<file path="src/design/mts_pkg.sv">
package mts_pkg;

	// Table geometry
	localparam int unsigned TABLE_DEPTH = 65536;
	localparam int unsigned ADDR_W      = $clog2(TABLE_DEPTH);
	localparam int unsigned TOP_MAX     = (TABLE_DEPTH - 1 < 65535) ? TABLE_DEPTH - 1 : 65535;

	localparam int unsigned IDX_W   = 16;
	localparam int unsigned J_W     = 17;
	localparam int unsigned I_W     = 9;
	localparam int unsigned SQ_W    = 17;
	localparam int unsigned ENTRY_W = 18;

	typedef logic signed [ENTRY_W-1:0] entry_t;

	// Result status codes
	localparam logic [1:0] STAT_OK      = 2'd0;
	localparam logic [1:0] STAT_RANGE   = 2'd1;
	localparam logic [1:0] STAT_UNBUILT = 2'd2;
	localparam logic [1:0] STAT_BUILT   = 2'd3;

	// Input modes
	localparam logic MODE_BUILD = 1'b0;
	localparam logic MODE_READ  = 1'b1;

	// Dispatch codes at item acceptance
	localparam logic [1:0] DISP_BUILD  = 2'd0;
	localparam logic [1:0] DISP_READ   = 2'd1;
	localparam logic [1:0] DISP_REJECT = 2'd2;

	// Program step addresses
	localparam int unsigned PC_W = 5;
	localparam logic [PC_W-1:0] ST_IDLE     = 5'd0;
	localparam logic [PC_W-1:0] ST_INIT     = 5'd1;
	localparam logic [PC_W-1:0] ST_FILL_CHK = 5'd2;
	localparam logic [PC_W-1:0] ST_FILL     = 5'd3;
	localparam logic [PC_W-1:0] ST_SETI     = 5'd4;
	localparam logic [PC_W-1:0] ST_SQ       = 5'd5;
	localparam logic [PC_W-1:0] ST_TST_SQ   = 5'd6;
	localparam logic [PC_W-1:0] ST_TST_PRM  = 5'd7;
	localparam logic [PC_W-1:0] ST_M_CHK    = 5'd8;
	localparam logic [PC_W-1:0] ST_M_RD     = 5'd9;
	localparam logic [PC_W-1:0] ST_M_MUL    = 5'd10;
	localparam logic [PC_W-1:0] ST_M_WR     = 5'd11;
	localparam logic [PC_W-1:0] ST_Z_INIT   = 5'd12;
	localparam logic [PC_W-1:0] ST_Z_CHK    = 5'd13;
	localparam logic [PC_W-1:0] ST_Z_WR     = 5'd14;
	localparam logic [PC_W-1:0] ST_NEXTI    = 5'd15;
	localparam logic [PC_W-1:0] ST_MAP_INIT = 5'd16;
	localparam logic [PC_W-1:0] ST_MAP_CHK  = 5'd17;
	localparam logic [PC_W-1:0] ST_MAP_RD   = 5'd18;
	localparam logic [PC_W-1:0] ST_MAP_WR   = 5'd19;
	localparam logic [PC_W-1:0] ST_BDONE    = 5'd20;
	localparam logic [PC_W-1:0] ST_EMIT     = 5'd21;
	localparam logic [PC_W-1:0] ST_RETRY    = 5'd22;
	localparam logic [PC_W-1:0] ST_RDA      = 5'd23;
	localparam logic [PC_W-1:0] ST_RDB      = 5'd24;

	// Jump conditions
	localparam logic [2:0] JC_NONE     = 3'd0;
	localparam logic [2:0] JC_ALWAYS   = 3'd1;
	localparam logic [2:0] JC_J_GT_TOP = 3'd2;
	localparam logic [2:0] JC_SQ_GT_TOP = 3'd3;
	localparam logic [2:0] JC_NOT_ONE  = 3'd4;
	localparam logic [2:0] JC_OUT_FREE = 3'd5;

	// j register operations
	localparam logic [2:0] J_HOLD  = 3'd0;
	localparam logic [2:0] J_ZERO  = 3'd1;
	localparam logic [2:0] J_TWO   = 3'd2;
	localparam logic [2:0] J_I     = 3'd3;
	localparam logic [2:0] J_SQ    = 3'd4;
	localparam logic [2:0] J_INC   = 3'd5;
	localparam logic [2:0] J_ADDI  = 3'd6;
	localparam logic [2:0] J_ADDSQ = 3'd7;

	// i register operations
	localparam logic [1:0] I_HOLD = 2'd0;
	localparam logic [1:0] I_TWO  = 2'd1;
	localparam logic [1:0] I_INC  = 2'd2;

	// Memory operations
	localparam logic [2:0] MEM_NONE    = 3'd0;
	localparam logic [2:0] MEM_RD_J    = 3'd1;
	localparam logic [2:0] MEM_RD_I    = 3'd2;
	localparam logic [2:0] MEM_RD_IDX  = 3'd3;
	localparam logic [2:0] MEM_WR_ONE  = 3'd4;
	localparam logic [2:0] MEM_WR_PROD = 3'd5;
	localparam logic [2:0] MEM_WR_ZERO = 3'd6;
	localparam logic [2:0] MEM_WR_MAP  = 3'd7;

	// Result register actions
	localparam logic [1:0] RES_NONE  = 2'd0;
	localparam logic [1:0] RES_BUILD = 2'd1;
	localparam logic [1:0] RES_READ  = 2'd2;

	typedef struct packed {
		logic [PC_W-1:0] target;
		logic [2:0]      cond;
		logic [2:0]      j_op;
		logic [1:0]      i_op;
		logic            sq_ld;
		logic [2:0]      mem_op;
		logic            prod_ld;
		logic [1:0]      res;
		logic            emit;
	} cw_t;

	typedef struct packed {
		logic j_gt_top;
		logic sq_gt_top;
		logic not_one;
	} dp_flags_t;

endpackage

</file>
<file path="src/design/mts_seq.sv">
module mts_seq (
	input  logic               clk,
	input  logic               arst_n,
	input  logic               accept,
	input  logic [1:0]         disp,
	input  mts_pkg::dp_flags_t flags,
	input  logic               out_free,
	output mts_pkg::cw_t       cw,
	output logic               idle
);
	import mts_pkg::*;

	logic [PC_W-1:0] pc_q;
	logic [PC_W-1:0] pc_next;
	logic            take;

	// Microcode store: one control word per step
	always_comb begin
		cw = '0;
		unique case (pc_q)
			ST_IDLE: begin
			end
			ST_INIT: begin
				cw.j_op = J_ZERO;
			end
			ST_FILL_CHK: begin
				cw.cond   = JC_J_GT_TOP;
				cw.target = ST_SETI;
			end
			ST_FILL: begin
				cw.mem_op = MEM_WR_ONE;
				cw.j_op   = J_INC;
				cw.cond   = JC_ALWAYS;
				cw.target = ST_FILL_CHK;
			end
			ST_SETI: begin
				cw.i_op = I_TWO;
			end
			ST_SQ: begin
				cw.sq_ld  = 1'b1;
				cw.mem_op = MEM_RD_I;
			end
			ST_TST_SQ: begin
				cw.cond   = JC_SQ_GT_TOP;
				cw.target = ST_MAP_INIT;
			end
			ST_TST_PRM: begin
				cw.j_op   = J_I;
				cw.cond   = JC_NOT_ONE;
				cw.target = ST_NEXTI;
			end
			ST_M_CHK: begin
				cw.cond   = JC_J_GT_TOP;
				cw.target = ST_Z_INIT;
			end
			ST_M_RD: begin
				cw.mem_op = MEM_RD_J;
			end
			ST_M_MUL: begin
				cw.prod_ld = 1'b1;
			end
			ST_M_WR: begin
				cw.mem_op = MEM_WR_PROD;
				cw.j_op   = J_ADDI;
				cw.cond   = JC_ALWAYS;
				cw.target = ST_M_CHK;
			end
			ST_Z_INIT: begin
				cw.j_op = J_SQ;
			end
			ST_Z_CHK: begin
				cw.cond   = JC_J_GT_TOP;
				cw.target = ST_NEXTI;
			end
			ST_Z_WR: begin
				cw.mem_op = MEM_WR_ZERO;
				cw.j_op   = J_ADDSQ;
				cw.cond   = JC_ALWAYS;
				cw.target = ST_Z_CHK;
			end
			ST_NEXTI: begin
				cw.i_op   = I_INC;
				cw.cond   = JC_ALWAYS;
				cw.target = ST_SQ;
			end
			ST_MAP_INIT: begin
				cw.j_op = J_TWO;
			end
			ST_MAP_CHK: begin
				cw.cond   = JC_J_GT_TOP;
				cw.target = ST_BDONE;
			end
			ST_MAP_RD: begin
				cw.mem_op = MEM_RD_J;
			end
			ST_MAP_WR: begin
				cw.mem_op = MEM_WR_MAP;
				cw.j_op   = J_INC;
				cw.cond   = JC_ALWAYS;
				cw.target = ST_MAP_CHK;
			end
			ST_BDONE: begin
				cw.res    = RES_BUILD;
				cw.cond   = JC_ALWAYS;
				cw.target = ST_EMIT;
			end
			ST_EMIT: begin
				cw.emit   = 1'b1;
				cw.cond   = JC_OUT_FREE;
				cw.target = ST_IDLE;
			end
			ST_RETRY: begin
				cw.cond   = JC_ALWAYS;
				cw.target = ST_EMIT;
			end
			ST_RDA: begin
				cw.mem_op = MEM_RD_IDX;
			end
			ST_RDB: begin
				cw.res    = RES_READ;
				cw.cond   = JC_ALWAYS;
				cw.target = ST_EMIT;
			end
			default: begin
				cw.cond   = JC_ALWAYS;
				cw.target = ST_IDLE;
			end
		endcase
	end

	always_comb begin
		case (cw.cond)
			JC_ALWAYS:    take = 1'b1;
			JC_J_GT_TOP:  take = flags.j_gt_top;
			JC_SQ_GT_TOP: take = flags.sq_gt_top;
			JC_NOT_ONE:   take = flags.not_one;
			JC_OUT_FREE:  take = out_free;
			default:      take = 1'b0;
		endcase
	end

	assign idle = (pc_q == ST_IDLE);

	always_comb begin
		if (idle) begin
			if (!accept) begin
				pc_next = ST_IDLE;
			end else begin
				unique case (disp)
					DISP_BUILD: pc_next = ST_INIT;
					DISP_READ:  pc_next = ST_RDA;
					default:    pc_next = ST_EMIT;
				endcase
			end
		end else if (take) begin
			pc_next = cw.target;
		end else begin
			pc_next = pc_q + 1'b1;
		end
	end

	always_ff @(posedge clk or negedge arst_n) begin
		if (!arst_n) begin
			pc_q <= ST_IDLE;
		end else begin
			pc_q <= pc_next;
		end
	end

	a_accept_leaves_idle: assert property (@(posedge clk) disable iff (!arst_n)
		(idle && accept) |=> !idle)
		else $error("sequencer stayed idle after a transaction");

endmodule

</file>
<file path="config.mk">
export PLATFORM = sky130hd
export DESIGN_NAME = mts_seq
export DESIGN_NICKNAME = d
export VERILOG_FILES = /design/src/design/mts_pkg.sv /design/src/design/mts_seq.sv
export SDC_FILE = /design/constraint.sdc
export NUM_CORES = 1
export LEC_CHECK = 0
export BUFFER_PORTS_ARGS = -buffer_cell sky130_fd_sc_hd__buf_2
export CAP_MARGIN = 30
export CORE_MARGIN = 1.5
export CORE_UTILIZATION = 50
export CTS_CLUSTER_DIAMETER = 150
export DETAILED_ROUTE_END_ITERATION = 7
export PLACE_DENSITY_LB_ADDON = 0.08
export SYNTH_ARGS = -nofsm -noshare
export SYNTH_HDL_FRONTEND = slang
export SYNTH_SLANG_ARGS = --single-unit
</file>
<file path="constraint.sdc">
create_clock -name clk -period 2.95 [get_ports clk]
set_clock_uncertainty 0.2 [all_clocks]
set_input_delay 0.59 -clock clk [delete_from_list [all_inputs] [get_ports clk]]
set_output_delay 0.59 -clock clk [all_outputs]
set_load 0.02 [all_outputs]
</file>
==> reports/qor.yml <==
status: "finished, final reports clean"
reg_top3: "pc_q x5"
yosys_warnings: 0
holdWs_ns: 0.386
grt_pass1_vias: 1127
drt_first_pass_iters: 4
row_count: 16
h-tree-depth: 1
clockRootBuffer: "clkbuf_4"
min_period_ns: 2.89
dieArea_um2: 2350
cp-end-kind: "output port"
tightest_slew_ns: 0.490
regMostFlops: "pc_q"
crit_fanout: 4
synthFlopType: "dfrtp_1"
antenna_left: 0
syn_to_final_growth_pct: 30.0
place_inst: 210
syn_nets: 163
drtIter0Drc: 23
grt_max_degree: 19
ios: 31
netlist-cell-type-count: 49
die_w_um: 48.5
slowest_stage: "dfrtp_1"
vias: 1239
postSynthAreaPerCell_um2: 6.94
drc: 0
die-height_um: 48.5
r2r_end: "pc_q[1]$_DFF_PN0_"
synth_cells: 149
synth_edf_count: 0
start_util: 0.527
relSlewSlack: 0.673
async_flop_share: 1.00
cts_num_sinks: 5
grt_pass1_wl_um: 4990
cp.required_ns: 2.16
synth-seq-area-share: 0.121
hp-class: "in2reg"
numCtsBuffers: 3
nets: 204
start_kind: "flip-flop"
setup.worst_path.start: "pc_q[1]$_DFF_PN0_"
tritoncts: "yes"
synth_area_um2: 1030
r2r_setup_slack_ns: 0.21
finalSetupViolCount: 0
synth_area_leader_cell: "dfrtp_1"
worstRegToRegCells: 11
synth_area_leaders: "dfrtp_1 12%, nand2_1 6.9%, o21ai_0 6.8%, ha_1 6.1%, a21oi_1 5.8%"
grt_antenna_before_repair: 0
clk_pin_slew_worst_paths_ns: 0.04
fmax_ghz: 0.346
io_buffers: 30
cp_common_cell: "ha_1"
rsz0062_at_grt: "true"
period_share: 0.981
worstPathArrival_ns: 2.10
slowest_delay_ns: 0.42
endpoint: "cw[13]"
crit_type: "reg2out"
hpwl_um: 2290
synth_top_area_share: 0.121
wl_per_cell_um: 14.1
viasPerCell: 5.74
slew_viol_final: 0
max_cap_viol_count: 0
ys_ff_latch: 5
wirelength_um: 3040
crit_buf_inv: 2
insertion_delay_ns: 0.24
n_antenna_cell: 0
largest_reg_flops: 5
cp.depth: 8
hold_viol_final: 0
layout.cells.non_filler: 216
crit_chain: "ha_1 > inv_1 > nor2_1 > ha_1 > a311oi_4 > nand4_2 > o211ai_4 > buf_4"
clock_tree.buffer_depth: 2
overflow: 0
layout_common_cells: "29 x buf_2, 19 x nand2_1, 19 x buf_4"
drive_above_1_share: 0.349
final_common_cell: "buf_2"
cpLargestDelayFamily: "adder cells"
r2r-start: "pc_q[1]$_DFF_PN0_"
gp_congestion: 0.869
grt_use_total: 0.268
core_um2: 1960
per-layer routing:
| layer | global-route usage | part of all wire | vias to the layer above | routed length, µm |
|---|---|---|---|---|
| met3 | 0.0370 | 0.055 | 4 | 166 |
| li1 | - | - | 613 | - |
| met1 | 0.350 | 0.43 | 571 | 1320 |
| met2 | 0.454 | 0.50 | 51 | 1520 |
| met5 | 0 | 0 | - | 0 |
| met4 | 0.0952 | 0.0095 | 0 | 29 |
cells in the mapped netlist, drive strengths merged (2+ instances only):
cell    count
nor3        5
o21a        3
inv         5
o32ai       2
nand2b      7
buf         9
nand3       2
o21ai      15
a31oi       2
nand2      19
mux2i       3
mux2        2
dfrtp       5
o22ai       4
and2        2
a21oi      12
or3         2
nor2       15
or2         2
ha          5
or2b        2
xnor2       2
nor2b       4
clkbuf      4
o211ai      2
kinds of logic after synthesis:
kind of cell,Yosys count,synth area share
XOR/XNOR,3,0.0254
flip-flops,5,0.121
AO/OA/AOI/OAI,50,0.349
AND/OR/NAND/NOR,62,0.304
buffers and inverters,19,0.0860
adder cells (fa/ha/maj),5,0.0605
multiplexers,5,0.0545
worst min-delay path by stage:
stage	start	endpoint	slack, ns	cells past startpoint
finish	accept	pc_q[0]$_DFF_PN0_	0.39	3
global placement	arst_n	pc_q[2]$_DFF_PN0_	0.21	1
global route	accept	pc_q[0]$_DFF_PN0_	0.45	3
detailed placement	arst_n	pc_q[2]$_DFF_PN0_	0.21	1
floorplan	arst_n	pc_q[0]$_DFF_PN0_	0.09	0
CTS	accept	pc_q[0]$_DFF_PN0_	0.38	3
cell type report:
cell class,count,area (µm²)
flip-flops and latches,5,128
inverters,6,22.5
multi-input cells,125,836
well taps,27,33.8
fillers,183,618
repair buffers,49,298
clock buffers,4,26.3
through the flow:
step,area [µm²],setup WS [ns],setup TNS [ns],utilization
detailed placement,1280,0.206,0,0.652
global placement,1280,0.252,0,0.652
CTS,1320,0.00708,0,0.673
floorplan,1030,0.208,0,-
finish,1340,0.0563,0,0.685
global route,1340,-0.0538,-0.0542,0.685
tightest hold or removal path, stage by stage:
cell	delay, ns
buf_2	0.09
nand2_1	0.04
o21ai_0	0.06
repair_timing:
item	in CTS	in global routing
hold endpoints to repair	5	0
setup buffers	0	1
hold buffers	1	0
pin swaps	0	2
resized for setup	2	4
setup endpoints to repair	1	3
Power is not shown: default switching activity piles up to over one toggle a cycle in this logic, so the estimate is an artifact.
